[config.mk]
export PLATFORM = sky130hd
export DESIGN_NAME = ook_weather_sensor_pulse_decoder
export DESIGN_NICKNAME = d
export VERILOG_FILES = /design/src/hw/rtl/ookwx_pkg.sv /design/src/hw/rtl/ook_weather_sensor_pulse_decoder.sv
export SDC_FILE = /design/constraint.sdc
export NUM_CORES = 1
export LEC_CHECK = 0
export BUFFER_PORTS_ARGS = -buffer_cell sky130_fd_sc_hd__buf_2
export CAP_MARGIN = 20
export CORE_ASPECT_RATIO = 0.7
export CORE_MARGIN = 2
export CORE_UTILIZATION = 39
export DETAILED_ROUTE_END_ITERATION = 6
export PLACE_DENSITY = 0.64
export SLEW_MARGIN = 20
export SYNTH_ARGS = -nofsm -noshare
export SYNTH_HDL_FRONTEND = slang
export SYNTH_SLANG_ARGS = --single-unit
[constraint.sdc]
create_clock -name clk -period 16.9 [get_ports clk]
set_clock_uncertainty 0.05 [all_clocks]
set_input_delay 0.845 -clock clk [delete_from_list [all_inputs] [get_ports clk]]
set_output_delay 0.845 -clock clk [all_outputs]
set_load 0.05 [all_outputs]
[src/hw/rtl/ookwx_pkg.sv]
// ----------------------------------------------------------------------------
// ookwx_pkg: shared types and constants for the ook weather sensor decoder
// frame phases, register indexes, reset values and crc-4 syndrome columns
// ----------------------------------------------------------------------------
package ookwx_pkg;

	localparam int FRAME_BITS = 40;

	localparam int SHORT_W = 12;
	localparam int LONG_W  = 13;
	localparam int TOL_W   = 11;
	localparam int CFG_W   = 13;
	localparam int CFG_IDX_W = 2;

	localparam int PAIRS_W = 3;
	localparam int TOTAL_W = 6;

	localparam logic [SHORT_W-1:0] SHORT_UNIT_RST = 12'd500;
	localparam logic [LONG_W-1:0]  LONG_UNIT_RST  = 13'd2000;
	localparam logic [TOL_W-1:0]   TOLERANCE_RST  = 11'd150;

	localparam logic [PAIRS_W-1:0] PAIRS_MAX    = 3'd7;
	localparam logic [PAIRS_W-1:0] PAIRS_NEEDED = 3'd3;
	localparam logic [TOTAL_W-1:0] TOTAL_MAX    = 6'd63;
	localparam logic [TOTAL_W-1:0] TOTAL_FRAME  = 6'd40;

	localparam logic [7:0] CRC_POLY = 8'h30;

	typedef enum logic [CFG_IDX_W-1:0] {
		REG_SHORT_UNIT = 2'd0,
		REG_LONG_UNIT  = 2'd1,
		REG_TOLERANCE  = 2'd2
	} reg_idx_t;

	typedef enum logic [1:0] {
		PH_IDLE      = 2'd0,
		PH_PREAMBLE  = 2'd1,
		PH_WAIT_HIGH = 2'd2,
		PH_WAIT_GAP  = 2'd3
	} phase_t;

	typedef logic [3:0] crc_col_t [FRAME_BITS];

	// syndrome contribution of each packet bit; the check is linear, so the
	// whole check is the xor of the columns of the set bits (zero means pass)
	function automatic crc_col_t crc_cols();
		crc_col_t cols;
		logic [FRAME_BITS-1:0] d;
		logic [7:0] msg [4];
		logic [7:0] rem;
		for (int i = 0; i < FRAME_BITS; i++) begin
			d = FRAME_BITS'(1) << i;
			msg[0] = d[39:32];
			msg[1] = {d[3:0], d[27:24]};
			msg[2] = d[23:16];
			msg[3] = d[15:8];
			rem = '0;
			for (int j = 0; j < 4; j++) begin
				rem ^= msg[j];
				for (int b = 0; b < 8; b++) begin
					rem = rem[7] ? ((rem << 1) ^ CRC_POLY) : (rem << 1);
				end
			end
			cols[i] = rem[7:4] ^ d[7:4] ^ d[31:28];
		end
		return cols;
	endfunction

	localparam crc_col_t CRC_COL = crc_cols();

endpackage

[src/hw/rtl/ook_weather_sensor_pulse_decoder.sv]
// ----------------------------------------------------------------------------
// ook_weather_sensor_pulse_decoder: pulse-distance frame decoder with crc-4
// turns a stream of (level, duration) pulses into checked sensor packets
// ----------------------------------------------------------------------------
// Each input beat is one radio pulse: its level and its length in microseconds.
// A four-phase frame machine counts preamble pairs (high and low of about twice
// the short unit), takes the sync prefix (short high, gap of about sixteen short
// units) once more than three pairs were seen, then decodes pulse-distance bits:
// a gap of one long unit is 0, two long units is 1. A low pulse of at least
// thirty short units closes the frame; if exactly 40 bits came in and the crc-4
// (x^4+x+1 over the rearranged message, last nibble folded in) passes, one
// output beat carries the packet and its fields. Temperature is raw (tenths of
// a degree Fahrenheit plus 900). One pulse is taken every clock unless the
// input side stalls: a pulse is held in the input register, the frame machine
// and crc syndrome tree update in a single pass, and a packet enters the output
// register when its closing pulse leaves the input register. The input side
// stalls only while a packet waits unaccepted and a pulse sits behind it.
// Timing registers (short_unit, long_unit, tolerance) are written through the
// cfg port with the decoder idle; short-unit compares scale the tolerance by
// the nominal's factor, the sync gap by half of it (8x) and long-unit gaps by
// twice it (2x, 4x); a tolerance of zero matches nothing.
module ook_weather_sensor_pulse_decoder #(
	parameter int DURATION_WIDTH = 20
) (
	input  logic                            clk,
	input  logic                            arst_n,
	// pulse input
	input  logic                            in_valid,
	output logic                            in_ready,
	input  logic                            level,
	input  logic [DURATION_WIDTH-1:0]       duration,
	// packet output
	output logic                            out_valid,
	input  logic                            out_ready,
	output logic [ookwx_pkg::FRAME_BITS-1:0] raw_packet,
	output logic [7:0]                      sensor_id,
	output logic                            battery_low,
	output logic [11:0]                     temp_raw,
	output logic [7:0]                      humidity,
	output logic [1:0]                      channel,
	// register writes
	input  logic                            cfg_write,
	input  logic [ookwx_pkg::CFG_IDX_W-1:0] cfg_index,
	input  logic [ookwx_pkg::CFG_W-1:0]     cfg_data
);
	import ookwx_pkg::*;

	// compare width: covers the pulse length and thirty short units
	localparam int CW = DURATION_WIDTH + 2;

	// timing registers
	logic [SHORT_W-1:0] short_unit_q;
	logic [LONG_W-1:0]  long_unit_q;
	logic [TOL_W-1:0]   tolerance_q;

	// input register
	logic                      valid_s1;
	logic                      level_s1;
	logic [DURATION_WIDTH-1:0] dur_s1;

	// frame state
	phase_t                    phase_q, phase_d;
	logic [DURATION_WIDTH-1:0] high_len_q, high_len_d;
	logic [PAIRS_W-1:0]        pairs_q, pairs_d;
	logic [FRAME_BITS-1:0]     shift_q, shift_d;
	logic [TOTAL_W-1:0]        total_q, total_d;

	// output register
	logic                  out_valid_q;
	logic [FRAME_BITS-1:0] packet_q;

	logic advance;
	logic emit;
	logic [3:0] syndrome;

	// scaled nominal lengths and tolerances
	logic [CW-1:0] dur_x, high_x;
	logic [CW-1:0] s1x, s2x, s16x, s30x, l1x, l2x;
	logic [CW-1:0] t1x, t2x, t4x, t8x;

	// match flags
	logic dur_pre, high_pre, high_short, dur_sync, dur_zero, dur_one, dur_end;

	function automatic logic near(input logic [CW-1:0] x, input logic [CW-1:0] nom,
		input logic [CW-1:0] tol);
		logic [CW-1:0] diff;
		diff = (x > nom) ? (x - nom) : (nom - x);
		return diff < tol;
	endfunction

	// the pass runs when the result slot is free or being emptied
	assign advance  = valid_s1 && (!out_valid_q || out_ready);
	assign in_ready = !valid_s1 || advance;

	// register writes
	always_ff @(posedge clk or negedge arst_n) begin
		if (!arst_n) begin
			short_unit_q <= SHORT_UNIT_RST;
			long_unit_q  <= LONG_UNIT_RST;
			tolerance_q  <= TOLERANCE_RST;
		end else if (cfg_write) begin
			case (cfg_index)
				REG_SHORT_UNIT: short_unit_q <= cfg_data[SHORT_W-1:0];
				REG_LONG_UNIT:  long_unit_q  <= cfg_data[LONG_W-1:0];
				REG_TOLERANCE:  tolerance_q  <= cfg_data[TOL_W-1:0];
				default: ;
			endcase
		end
	end

	// input register
	always_ff @(posedge clk or negedge arst_n) begin
		if (!arst_n) begin
			valid_s1 <= 1'b0;
		end else if (in_ready) begin
			valid_s1 <= in_valid;
		end
	end

	always_ff @(posedge clk) begin
		if (in_valid && in_ready) begin
			level_s1 <= level;
			dur_s1   <= duration;
		end
	end

	// nominal lengths by shifts only
	always_comb begin
		dur_x  = CW'(dur_s1);
		high_x = CW'(high_len_q);
		s1x    = CW'(short_unit_q);
		s2x    = s1x << 1;
		s16x   = s1x << 4;
		s30x   = (s1x << 5) - s2x;
		l1x    = CW'(long_unit_q);
		l2x    = l1x << 1;
		t1x    = CW'(tolerance_q);
		t2x    = t1x << 1;
		t4x    = t1x << 2;
		t8x    = t1x << 3;

		dur_pre    = near(dur_x, s2x, t2x);
		high_pre   = near(high_x, s2x, t2x);
		high_short = near(high_x, s1x, t1x);
		dur_sync   = near(dur_x, s16x, t8x);
		dur_zero   = near(dur_x, l1x, t2x);
		dur_one    = near(dur_x, l2x, t4x);
		dur_end    = dur_x >= s30x;
	end

	// crc syndrome: xor of the columns of the set bits
	always_comb begin
		syndrome = '0;
		for (int i = 0; i < FRAME_BITS; i++) begin
			syndrome ^= shift_q[i] ? CRC_COL[i] : 4'd0;
		end
	end

	// frame machine next state
	always_comb begin
		phase_d    = phase_q;
		high_len_d = high_len_q;
		pairs_d    = pairs_q;
		shift_d    = shift_q;
		total_d    = total_q;
		emit       = 1'b0;
		case (phase_q)
			PH_IDLE: begin
				if (level_s1 && dur_pre) begin
					phase_d    = PH_PREAMBLE;
					high_len_d = dur_s1;
					pairs_d    = '0;
				end
			end
			PH_PREAMBLE: begin
				if (level_s1) begin
					high_len_d = dur_s1;
				end else if (high_pre && dur_pre) begin
					if (pairs_q != PAIRS_MAX) pairs_d = pairs_q + 1'b1;
				end else if (high_short && dur_sync) begin
					// sync too early: stay and keep counting
					if (pairs_q > PAIRS_NEEDED) begin
						phase_d = PH_WAIT_HIGH;
						shift_d = '0;
						total_d = '0;
					end
				end else begin
					phase_d = PH_IDLE;
				end
			end
			PH_WAIT_HIGH: begin
				if (level_s1) begin
					high_len_d = dur_s1;
					phase_d    = PH_WAIT_GAP;
				end else begin
					phase_d = PH_IDLE;
				end
			end
			PH_WAIT_GAP: begin
				if (level_s1) begin
					phase_d = PH_IDLE;
				end else if (dur_end) begin
					emit    = (total_q == TOTAL_FRAME) && (syndrome == 4'd0);
					shift_d = '0;
					total_d = '0;
					phase_d = PH_IDLE;
				end else if (high_short && (dur_zero || dur_one)) begin
					// a zero gap wins when both windows overlap
					shift_d = {shift_q[FRAME_BITS-2:0], !dur_zero};
					if (total_q != TOTAL_MAX) total_d = total_q + 1'b1;
					phase_d = PH_WAIT_HIGH;
				end else begin
					phase_d = PH_IDLE;
				end
			end
			default: phase_d = PH_IDLE;
		endcase
	end

	// frame state registers
	always_ff @(posedge clk or negedge arst_n) begin
		if (!arst_n) begin
			phase_q    <= PH_IDLE;
			high_len_q <= '0;
			pairs_q    <= '0;
			shift_q    <= '0;
			total_q    <= '0;
		end else if (advance) begin
			phase_q    <= phase_d;
			high_len_q <= high_len_d;
			pairs_q    <= pairs_d;
			shift_q    <= shift_d;
			total_q    <= total_d;
		end
	end

	// output register
	always_ff @(posedge clk or negedge arst_n) begin
		if (!arst_n) begin
			out_valid_q <= 1'b0;
		end else if (advance) begin
			out_valid_q <= emit;
		end else if (out_ready) begin
			out_valid_q <= 1'b0;
		end
	end

	always_ff @(posedge clk) begin
		if (advance && emit) begin
			packet_q <= shift_q;
		end
	end

	// field unpacking from the held packet
	assign out_valid   = out_valid_q;
	assign raw_packet  = packet_q;
	assign sensor_id   = packet_q[39:32];
	assign battery_low = packet_q[26];
	assign temp_raw    = packet_q[23:12];
	assign humidity    = ({4'd0, packet_q[11:8]} << 3) + ({4'd0, packet_q[11:8]} << 1)
		+ {4'd0, packet_q[7:4]};
	assign channel     = packet_q[1:0];

endmodule
==> results.md, run 1 <==
* Run status: complete, no violations
* Placer congestion estimate at 0.997
* Worst path buffer plus inverter count at 3
* Largest family of logic cells by synthesized area: compound AO/OA/AOI/OAI gates
* Post-synthesis instance total at 2114
* Core area at 45100 um2
* Mux share of post-synthesis cell area at 2.99%
* Post-Synthesis Cell Area at 17800 um2
* Reg2reg start: short_unit_q[1]
* DR DRC count at 0
* TritonCTS buffer count at 17
* Critical Path Source Type: register
* Fin crit share at 49.5%
* Vias in the first global route at 15200
* Final setup violation count at 0
* Main area contributors after synthesis: ha_1 18%, dfrtp_1 13%, edfxtp_1 10%
* WL per Instance at 22.8 um
* Max IR drop VDD at 0.0698 mV
* Post-synth EDFFs at 61
* CP Depth at 25
* Leakage at 8.09 nW
* Num Clock Sinks at 170
* # IOs at 114
* Final Hold Vio Count at 0
* Distinct cell type count after synthesis at 83
* Fraction of registers with async set/reset at 64.1%
* RSZ-0062 raised after global routing: no
* Initial Utilization at 39.5%
* Critical path class: register to register
* Dpl cells at 2724
* Ys flop type: dfrtp_1
* Initial antenna violation count at 0
* Final worst-path setup slack at 8530 ps
* Clk slew on worst S/H paths at 70 ps
* Critical path's largest stage delay at 940 ps
* Detail Route Antenna Nets at 0
* Largest net degree at the start of global routing at 92
* Post-synth top cells: 252 x ha_1, 225 x nand2_1, 167 x a21oi_1
* Vias at 16600
* Most common cell in the netlist: ha_1
* Synth area leader: ha_1
* Seq/Total Area, Yosys at 25.7%
* P per Cell Area at 134 nW/um2
* Layout Cells excl Fill at 2756
* Die Y at 183 um
* Delay-heaviest family, CP: compound AO/OA/AOI/OAI gates
* Synth-to-Final Area Change at 8.09%
* Critical Path RT at 17160 ps
* CTS Buffer Depth at 2
* CTS tree: yes
* Number of gates resized after CTS at 0
* Setup total negative slack at 0 ps
* TritonRoute pass-1 iters at 6
* Overflow after GRT at 0
* Clock latency on the worst-skew pair at 460 ps
* R2R depth at 25
* Reg2reg end: total_q[1]
* Worst setup path start: short_unit_q[1]
* Nets at 2445
* First-pass GRT wire length at 95000 um
* Relative slew slack at 18.1%
* Input/output buffers at 113
* Yosys warns at 0
* Drt total wl at 62800 um
* Inserted Diodes at 0
* Avg Inst Size Synth at 8.44 um2
* Dpl ws at 8680 ps
* Post-DP HPWL at 49700 um
* Slew Limit Fails at 0
* Synth top area share at 17.7%
* Synth Area in Simple Gates at 17.7%
* Rows at 65
* Hold-fix buffers, CTS at 0
* FF-to-FF setup slack at 8530 ps
* Number of H-tree levels at 4
* Number of setup buffers added after CTS at 0
* Max-capacitance violation count at 0
* Fin area at 19300 um2
* Flops & latches, synth at 170
* Period minus WS final at 8370 ps
* Area of placed instances at 18700 um2
* Die W at 260 um
* Total GRT Usage at 26.4%
* Net Count, Synth at 2419
* Crit path max fanout at 91
* Slew @ Worst Pin at 1220 ps
* Initial DRC count at 2042
* Peak Freq at 0.119 GHz
* Detailed-route vias per instance at 6.03
* CP endpoint kind: register
* Slowest CP cell: nor4_1
* Clk root buf: clkbuf_16
* Xor/xnor share of the synthesized area at 6.44%
* Worst Setup EP: total_q[1]
* Share of cells above drive strength 1 at 11.5%
* Worst hold path class: primary input to async pin
* Adder-cell share of the synthesized area at 19.0%
* Crit path arrival time at 8630 ps
* Die footprint at 47500 um2
* Synth Area in Compound Gates at 22.4%
==> how the worst min path moves through the flow <==
stage                   startpoint        endpoint  slack [ps]
finish                      arst_n     shift_q[27]         360
detailed placement  tolerance_q[3]  tolerance_q[3]         440
CTS                         arst_n     shift_q[27]         370
floorplan              shift_q[38]  raw_packet[38]         400
global placement    tolerance_q[5]  tolerance_q[5]         440
global route                arst_n     shift_q[23]         390
==> metrics by stage <==
stage          power [W]  util [%]  hold WS, ps
2_1_floorplan    0.00170         -          396
3_3_place_gp     0.00213      41.5          437
3_5_place_dp     0.00214      41.5          442
4_1_cts          0.00254      42.7          369
5_1_grt          0.00279      42.7          390
6_report         0.00259      42.7          360
==> kinds of logic (layout without fill, tap and decap cells) <==
family                     count (synthesis)  in the layout
DFF                                      170            170
buffers and inverters                    241            280
and+or+nand+nor                          633            633
adders and majority gates                264            264
xor gates and xnor gates                 128            128
muxes                                     49             49
AOI/OAI and AO/OA                        629            629
==> metal layers <==
metal | part of all wire (%) | track usage, %
met1 | 49 | 41.2
met2 | 39 | 35.3
met3 | 9.9 | 6.63
met4 | 2.0 | 6.41
met5 | 0 | 0
==> flip-flops by register name, indices dropped and copies added (netlist names) <==
name,flops
out_valid,1
long_unit_q,13
short_unit_q,12
level_s1,1
high_len_q,20
tolerance_q,11
valid_s1,1
pairs_q,3
phase_q,2
dur_s1,20
shift_q,40
total_q,6
raw_packet,40
==> layout make-up <==
cell class / instances / area [um2]
multi-input cells: 1703 / 12300
flip-flops and latches: 170 / 4580
clock buffers: 19 / 464
fillers: 4476 / 25800
inverters: 119 / 447
clock inverters: 13 / 105
well taps: 603 / 754
repair buffers: 129 / 688
==> layout by cell type, fill, tap and decap left out, types with 17 or more instances in the layout <==
| cell type | n |
|---|---|
| edfxtp_1 | 61 |
| a21o_1 | 46 |
| nor3_1 | 48 |
| ha_1 | 252 |
| o21a_1 | 23 |
| and3_1 | 17 |
| o211ai_1 | 21 |
| xor2_1 | 36 |
| o21ai_1 | 24 |
| a21oi_1 | 167 |
| nand4_1 | 28 |
| clkbuf_16 | 18 |
| nand3_1 | 50 |
| a211oi_1 | 44 |
| nand2_1 | 224 |
| buf_4 | 17 |
| mux2_2 | 35 |
| buf_2 | 112 |
| dfrtp_1 | 93 |
| nand2b_1 | 28 |
| nor2b_1 | 28 |
| o21ai_0 | 158 |
| nor2_1 | 94 |
| xnor2_1 | 90 |
| inv_1 | 119 |
==> report_power, final <==
group	internal (W)	switching, W	leakage [nW]
clock network	0.000204	0.000182	0.282
registers	0.000477	0.000108	1.87
logic	0.000637	0.000979	5.94
total	0.00132	0.00127	8.09
Note: power is estimated with default switching activity, not from simulation.
==> run 2: changes to the inputs <==
Settings changed: PLACE_DENSITY 0.64 to 0.66.
Clock period 16.9 ns to 6.8 ns, I/O delays scaled along.
==> results.md, run 2 (synthesized netlist as in run 1, its figures left out) <==
* Die Y at 183 um (unchanged)
* Clk root buf: clkbuf_16 (unchanged)
* Detail Route Antenna Nets at 0 (unchanged)
* Max-capacitance violation count at 0 (unchanged)
* First-pass GRT wire length at 98500 um (was 95000 um)
* Leakage at 8.54 nW (was 8.09 nW)
* Placer congestion estimate at 1.01 (was 0.997)
* Core area at 45100 um2 (unchanged)
* Period minus WS final at 6490 ps (was 8370 ps)
* Peak Freq at 0.154 GHz (was 0.119 GHz)
* Number of H-tree levels at 4 (unchanged)
* Slew @ Worst Pin at 968 ps (was 1220 ps)
* Fin Hold WS at 19.3 ps (was 360 ps)
* Overflow after GRT at 0 (unchanged)
* Worst hold path class: primary input to register (was primary input to async pin)
* Final setup violation count at 0 (unchanged)
* Multi-input gate area at 12300 um2 (about the same)
* Clock latency on the worst-skew pair at 460 ps (about the same)
* Critical Path RT at 7100 ps (was 17160 ps)
* Delay-heaviest family, CP: compound AO/OA/AOI/OAI gates (unchanged)
* DR WL met3 at 7050 um (was 6200 um)
* Die W at 260 um (unchanged)
* # IOs at 114 (unchanged)
* Drt total wl at 65900 um (was 62800 um)
* Die footprint at 47500 um2 (unchanged)
* Initial Utilization at 39.5% (unchanged)
* Run status: complete, no violations (unchanged)
* Total GRT Usage at 27.5% (was 26.4%)
* Input/output buffers at 113 (unchanged)
* Critical path class: register to register (unchanged)
* Critical path's largest stage delay at 570 ps (was 940 ps)
* TritonCTS buffer count at 17 (unchanged)
* Commonest non-fill, non-tap cell in the layout: ha_1 (unchanged)
* Clk slew on worst S/H paths at 80 ps (was 70 ps)
* Largest net degree at the start of global routing at 58 (was 92)
* Fin crit share at 95.4% (was 49.5%)
* Slowest CP cell: dfstp_2 (was nor4_1)
* DR DRC count at 0 (unchanged)
* WL per Instance at 23.2 um (was 22.8 um)
* Share of cells above drive strength 1 at 14.5% (was 11.5%)
* Final Hold Vio Count at 0 (unchanged)
* Fillers at 4454 (was 4476)
* Total Power at 0.00664 W (was 0.00259 W)
* Sequential cell area at 4580 um2 (about the same)
* Vias at 17100 (was 16600)
* Max IR drop VDD at 0.175 mV (was 0.0698 mV)
* Worst path buffer plus inverter count at 3 (unchanged)
* Crit path max fanout at 45 (was 91)
* Nets at 2532 (was 2445)
* Crit path arrival time at 6790 ps (was 8630 ps)
* Critical Path Source Type: register (unchanged)
* RSZ-0062 raised after global routing: no (unchanged)
* Dpl ws at -110 ps (was 8680 ps)
* Vias in the first global route at 15900 (was 15200)
* TritonRoute pass-1 iters at 6 (unchanged)
* Slew Limit Fails at 0 (unchanged)
* Detailed-route vias per instance at 6.03 (about the same)
* P per Cell Area at 331 nW/um2 (was 134 nW/um2)
* Post-layout util at 44.5% (was 42.7%)
* CTS Buffer Depth at 2 (unchanged)
* Initial antenna violation count at 3 (was 0)
* Post-DP HPWL at 52800 um (was 49700 um)
* CTS tree: yes (unchanged)
* WL met1 at 31600 um (was 30800 um)
* Most frequent cells in the layout: 250 x ha_1, 225 x nand2_1, 166 x a21oi_1 (was 252 x ha_1, 224 x nand2_1, 167 x a21oi_1)
* Met2 wire len at 26100 um (was 24600 um)
* Highest metal used: met4 (unchanged)
* Final worst-path setup slack at 314 ps (was 8530 ps)
* Synth-to-Final Area Change at 12.5% (was 8.09%)
* Relative slew slack at 35.2% (was 18.1%)
* Num Clock Sinks at 170 (unchanged)
* Rows at 65 (unchanged)
* Initial DRC count at 2048 (was 2042)
* CP endpoint kind: register (unchanged)
run 2: cell types whose count changed in the layout (fill, tap and decap cells not counted), moves of 2 or more:
cell and change:
buf_4 +68, bufinv_16 +2, ha_1 -2, buf_12 +4, clkinv_4 -2, dlygate4sd3_1 +15, clkinvlp_4 +2, ha_2 +2
run 2: per-stage QoR:
step / cells / setup TNS [ps] / cell area (um2)
finish: 2844 / 0 / 20100
CTS: 2841 / 0 / 20000
detailed placement: 2794 / -1490 / 19300
global placement: 2794 / -1840 / 19300
global route: 2843 / 0 / 20100
floorplan: 2114 / 0 / 17800
run 2: cell type report:
| type | instances | share of cell area (%) |
|---|---|---|
| Clock inverter | 13 | 0.791 |
| Inverter | 119 | 2.22 |
| Antenna cell | 1 | 0.0125 |
| Tap cell | 603 | 3.76 |
| Timing Repair Buffer | 216 | 7.12 |
| Multi-Input combinational cell | 1703 | 61.1 |
| Sequential cell | 170 | 22.8 |
| Clock buffer | 19 | 2.21 |
run 2: per-layer routing:
| metal | vias up | global-route usage [%] |
|---|---|---|
| met1 | 8331 | 41.9 |
| li1 | 7883 | - |
| met5 | - | 0 |
| met4 | 0 | 5.93 |
| met3 | 95 | 7.56 |
| met2 | 833 | 38.0 |
run 2: final timing paths:
kind,start,endpoint,slack [ps],cells past startpoint
hold / removal,duration[2],dur_s1[2],20,1
hold reg to reg,pairs_q[0],pairs_q[0],460,1
max in group asynchronous,arst_n,long_unit_q[1],4980,3
min in group asynchronous,arst_n,shift_q[29],430,2
setup / recovery,long_unit_q[4],total_q[0],310,26
setup reg to reg,long_unit_q[4],total_q[0],310,26
run 2: where the power goes:
group | switching, W | total, W | internal (W)
Clock | 0.000471 | 0.00103 | 0.000562
Sequential | 0.000198 | 0.00138 | 0.00119
Combinational | 0.00254 | 0.00422 | 0.00168
run 2: timing repair:
action,CTS,global route
gates resized for setup,1,8
endpoints found under the hold margin,60,0
hold buffers,15,0
setup buffers,0,2
endpoints found under the setup margin,29,50
==> run 3: changes to the inputs <==
Settings changed: HOLD_SLACK_MARGIN set to 0.06.
==> results.md, run 3 (synthesized netlist as in run 1, its figures left out) <==
* Logic gate share of total power at 63.6% (about the same)
* Drt total wl at 66000 um (was 65900 um)
* Reg2reg end: total_q[0] (unchanged)
* Critical Path RT at 7100 ps (about the same)
* Leakage at 8.57 nW (was 8.54 nW)
* Dpl cells at 2794 (unchanged)
* R2R depth at 26 (unchanged)
* Critical path's largest stage delay at 560 ps (was 570 ps)
* Crit path max fanout at 45 (unchanged)
* Critical path class: register to register (unchanged)
* Commonest non-fill, non-tap cell in the layout: ha_1 (unchanged)
* Run status: complete, no violations (unchanged)
* Fin Hold WS at 75.5 ps (was 19.3 ps)
* Vias in the first global route at 15900 (about the same)
* CP endpoint kind: register (unchanged)
* Max IR drop VDD at 0.174 mV (was 0.175 mV)
* Initial Utilization at 39.5% (unchanged)
* First-pass GRT wire length at 98700 um (was 98500 um)
* Post-layout util at 44.7% (was 44.5%)
* Largest net degree at the start of global routing at 58 (unchanged)
* Sw power at 0.00321 W (about the same)
* Clock latency on the worst-skew pair at 460 ps (about the same)
* DR DRC count at 0 (unchanged)
* Initial antenna violation count at 3 (unchanged)
* Number of H-tree levels at 4 (unchanged)
* Num Clock Sinks at 170 (unchanged)
* Slew @ Worst Pin at 984 ps (was 968 ps)
* Clk pwr share at 15.6% (about the same)
* Sequential Power Share at 20.8% (was 20.9%)
* Worst hold path class: primary input to register (unchanged)
* Vias at 17200 (was 17100)
* Die Y at 183 um (unchanged)
* Die W at 260 um (unchanged)
* Share of cells above drive strength 1 at 14.4% (was 14.5%)
* Detailed-route vias per instance at 6.03 (about the same)
* Internal at 0.00343 W (about the same)
* Hold Startpoint: cfg_data[0] (was duration[2])
* Max-capacitance violation count at 0 (unchanged)
* Post-DP HPWL at 52800 um (unchanged)
* Delay-heaviest family, CP: compound AO/OA/AOI/OAI gates (unchanged)
* Nets at 2540 (was 2532)
* Slowest CP cell: dfstp_2 (unchanged)
* CTS Buffer Depth at 2 (unchanged)
* Worst path buffer plus inverter count at 3 (unchanged)
* # IOs at 114 (unchanged)
* Hold path endpoint: short_unit_q[0] (was dur_s1[2])
* Synth-to-Final Area Change at 13.0% (was 12.5%)
* TritonCTS buffer count at 17 (unchanged)
* Switching Share at 48.3% (about the same)
* Most frequent cells in the layout: 250 x ha_1, 225 x nand2_1, 166 x a21oi_1 (unchanged)
* FF-to-FF setup slack at 280 ps (was 310 ps)
* TritonRoute pass-1 iters at 6 (unchanged)
* P per Cell Area at 329 nW/um2 (was 331 nW/um2)
* WL per Instance at 23.1 um (was 23.2 um)
* Reg2reg start: long_unit_q[9] (was long_unit_q[4])
* Slew Limit Fails at 0 (unchanged)
* Overflow after GRT at 0 (unchanged)
* Relative slew slack at 34.2% (was 35.2%)
* Rows at 65 (unchanged)
* Initial DRC count at 2088 (was 2048)
* Core area at 45100 um2 (unchanged)
* Die footprint at 47500 um2 (unchanged)
* RSZ-0062 raised after global routing: no (unchanged)
* CTS tree: yes (unchanged)
* Crit path arrival time at 6820 ps (was 6790 ps)
* Input/output buffers at 113 (unchanged)
* Final Hold Vio Count at 0 (unchanged)
* Fin crit share at 95.8% (was 95.4%)
* Clk slew on worst S/H paths at 80 ps (about the same)
* Detail Route Antenna Nets at 0 (unchanged)
* WHS Path Cells at 3 (was 1)
* Total Power at 0.00664 W (about the same)
* Final setup violation count at 0 (unchanged)
* Clk root buf: clkbuf_16 (unchanged)
* Period minus WS final at 6520 ps (was 6490 ps)
* Layout Cells excl Fill at 2852 (was 2844)
* Critical Path Source Type: register (unchanged)
* Total GRT Usage at 27.6% (was 27.5%)
* Placer congestion estimate at 1.01 (unchanged)
* Peak Freq at 0.153 GHz (was 0.154 GHz)
## run 3: cell types whose count changed in the layout (fill, tap and decap cells not counted), sizes merged
cell | previous run | this run
dlygate4sd3 | 15 | 23
## run 3: layer usage
metal | up-vias | GRT usage [%] | part of all wire [%]
met5 | - | 0 | 0
met4 | 0 | 5.86 | 1.7
met3 | 79 | 7.44 | 11
met2 | 880 | 38.2 | 40
met1 | 8326 | 42.0 | 48
li1 | 7903 | - | -
## run 3: power groups by stage
| stage | clock network [W] | logic (W) | registers (W) |
|---|---|---|---|
| CTS | 0.00105 | 0.00408 | 0.00137 |
| floorplan | 0 | 0.00290 | 0.00131 |
| detailed placement | 0 | 0.00404 | 0.00139 |
| global route | 0.00109 | 0.00463 | 0.00140 |
| global placement | 0 | 0.00398 | 0.00139 |
| finish | 0.00103 | 0.00422 | 0.00138 |
## run 3: stage by stage
| step | setup slack [ps] | TNS (ps) | cell area [um2] |
|---|---|---|---|
| 6_report | 283 | 0 | 20200 |
| 3_5_place_dp | -110 | -1490 | 19300 |
| 2_1_floorplan | 637 | 0 | 17800 |
| 5_1_grt | 14.8 | 0 | 20200 |
| 4_1_cts | 40.2 | 0 | 20100 |
| 3_3_place_gp | -128 | -1840 | 19300 |
## run 3: layout make-up
type                    instances  area (um2)
inverters                     119         447
flip-flops and latches        170        4580
fillers                      4446       25000
repair buffers                224        1510
diodes                          1        2.50
clock buffers                  19         443
well taps                     603         754
multi-input cells            1703       12300
clock inverters                13         159
## run 3: worst max-delay path by stage
| stage | cells after the start | slack [ps] | start | to |
|---|---|---|---|---|
| final | 26 | 280 | long_unit_q[9] | total_q[0] |
| after floorplan | 29 | 640 | short_unit_q[4] | shift_q[21] |
| after global routing | 26 | 10 | high_len_q[3] | total_q[0] |
| after CTS | 26 | 40 | long_unit_q[1] | total_q[0] |
| after global placement | 26 | -130 | long_unit_q[1] | total_q[0] |
| after detailed placement | 26 | -110 | long_unit_q[1] | total_q[0] |
## run 3: worst reg2reg max path, stage by stage, from the launching register on
cell and delay, ps:
dfstp_2 560, inv_1 80, ha_1 470, nand4_1 270, o211ai_1 370, nor3_1 160
a21oi_4 260, a21oi_4 130, buf_4 230, o21ai_1 230, o221ai_1 170, a221oi_1 300
xnor2_1 180, ha_1 270, a21oi_1 160, o21a_1 170, o21ai_0 120, nand3_1 180
a311o_1 140, a311oi_1 50, a2111oi_1 440, and4_2 370, o21ai_1 130, a211o_2 370
buf_12 180, a21o_1 200, a21o_1 170
## run 3: repair_timing
item                                    CTS  global route
gates resized for setup                   1             8
setup buffers                             0             2
hold endpoints to repair                 68             0
endpoints found under the setup margin   29            50
pin swaps                                 0             0
hold buffers                             23             0
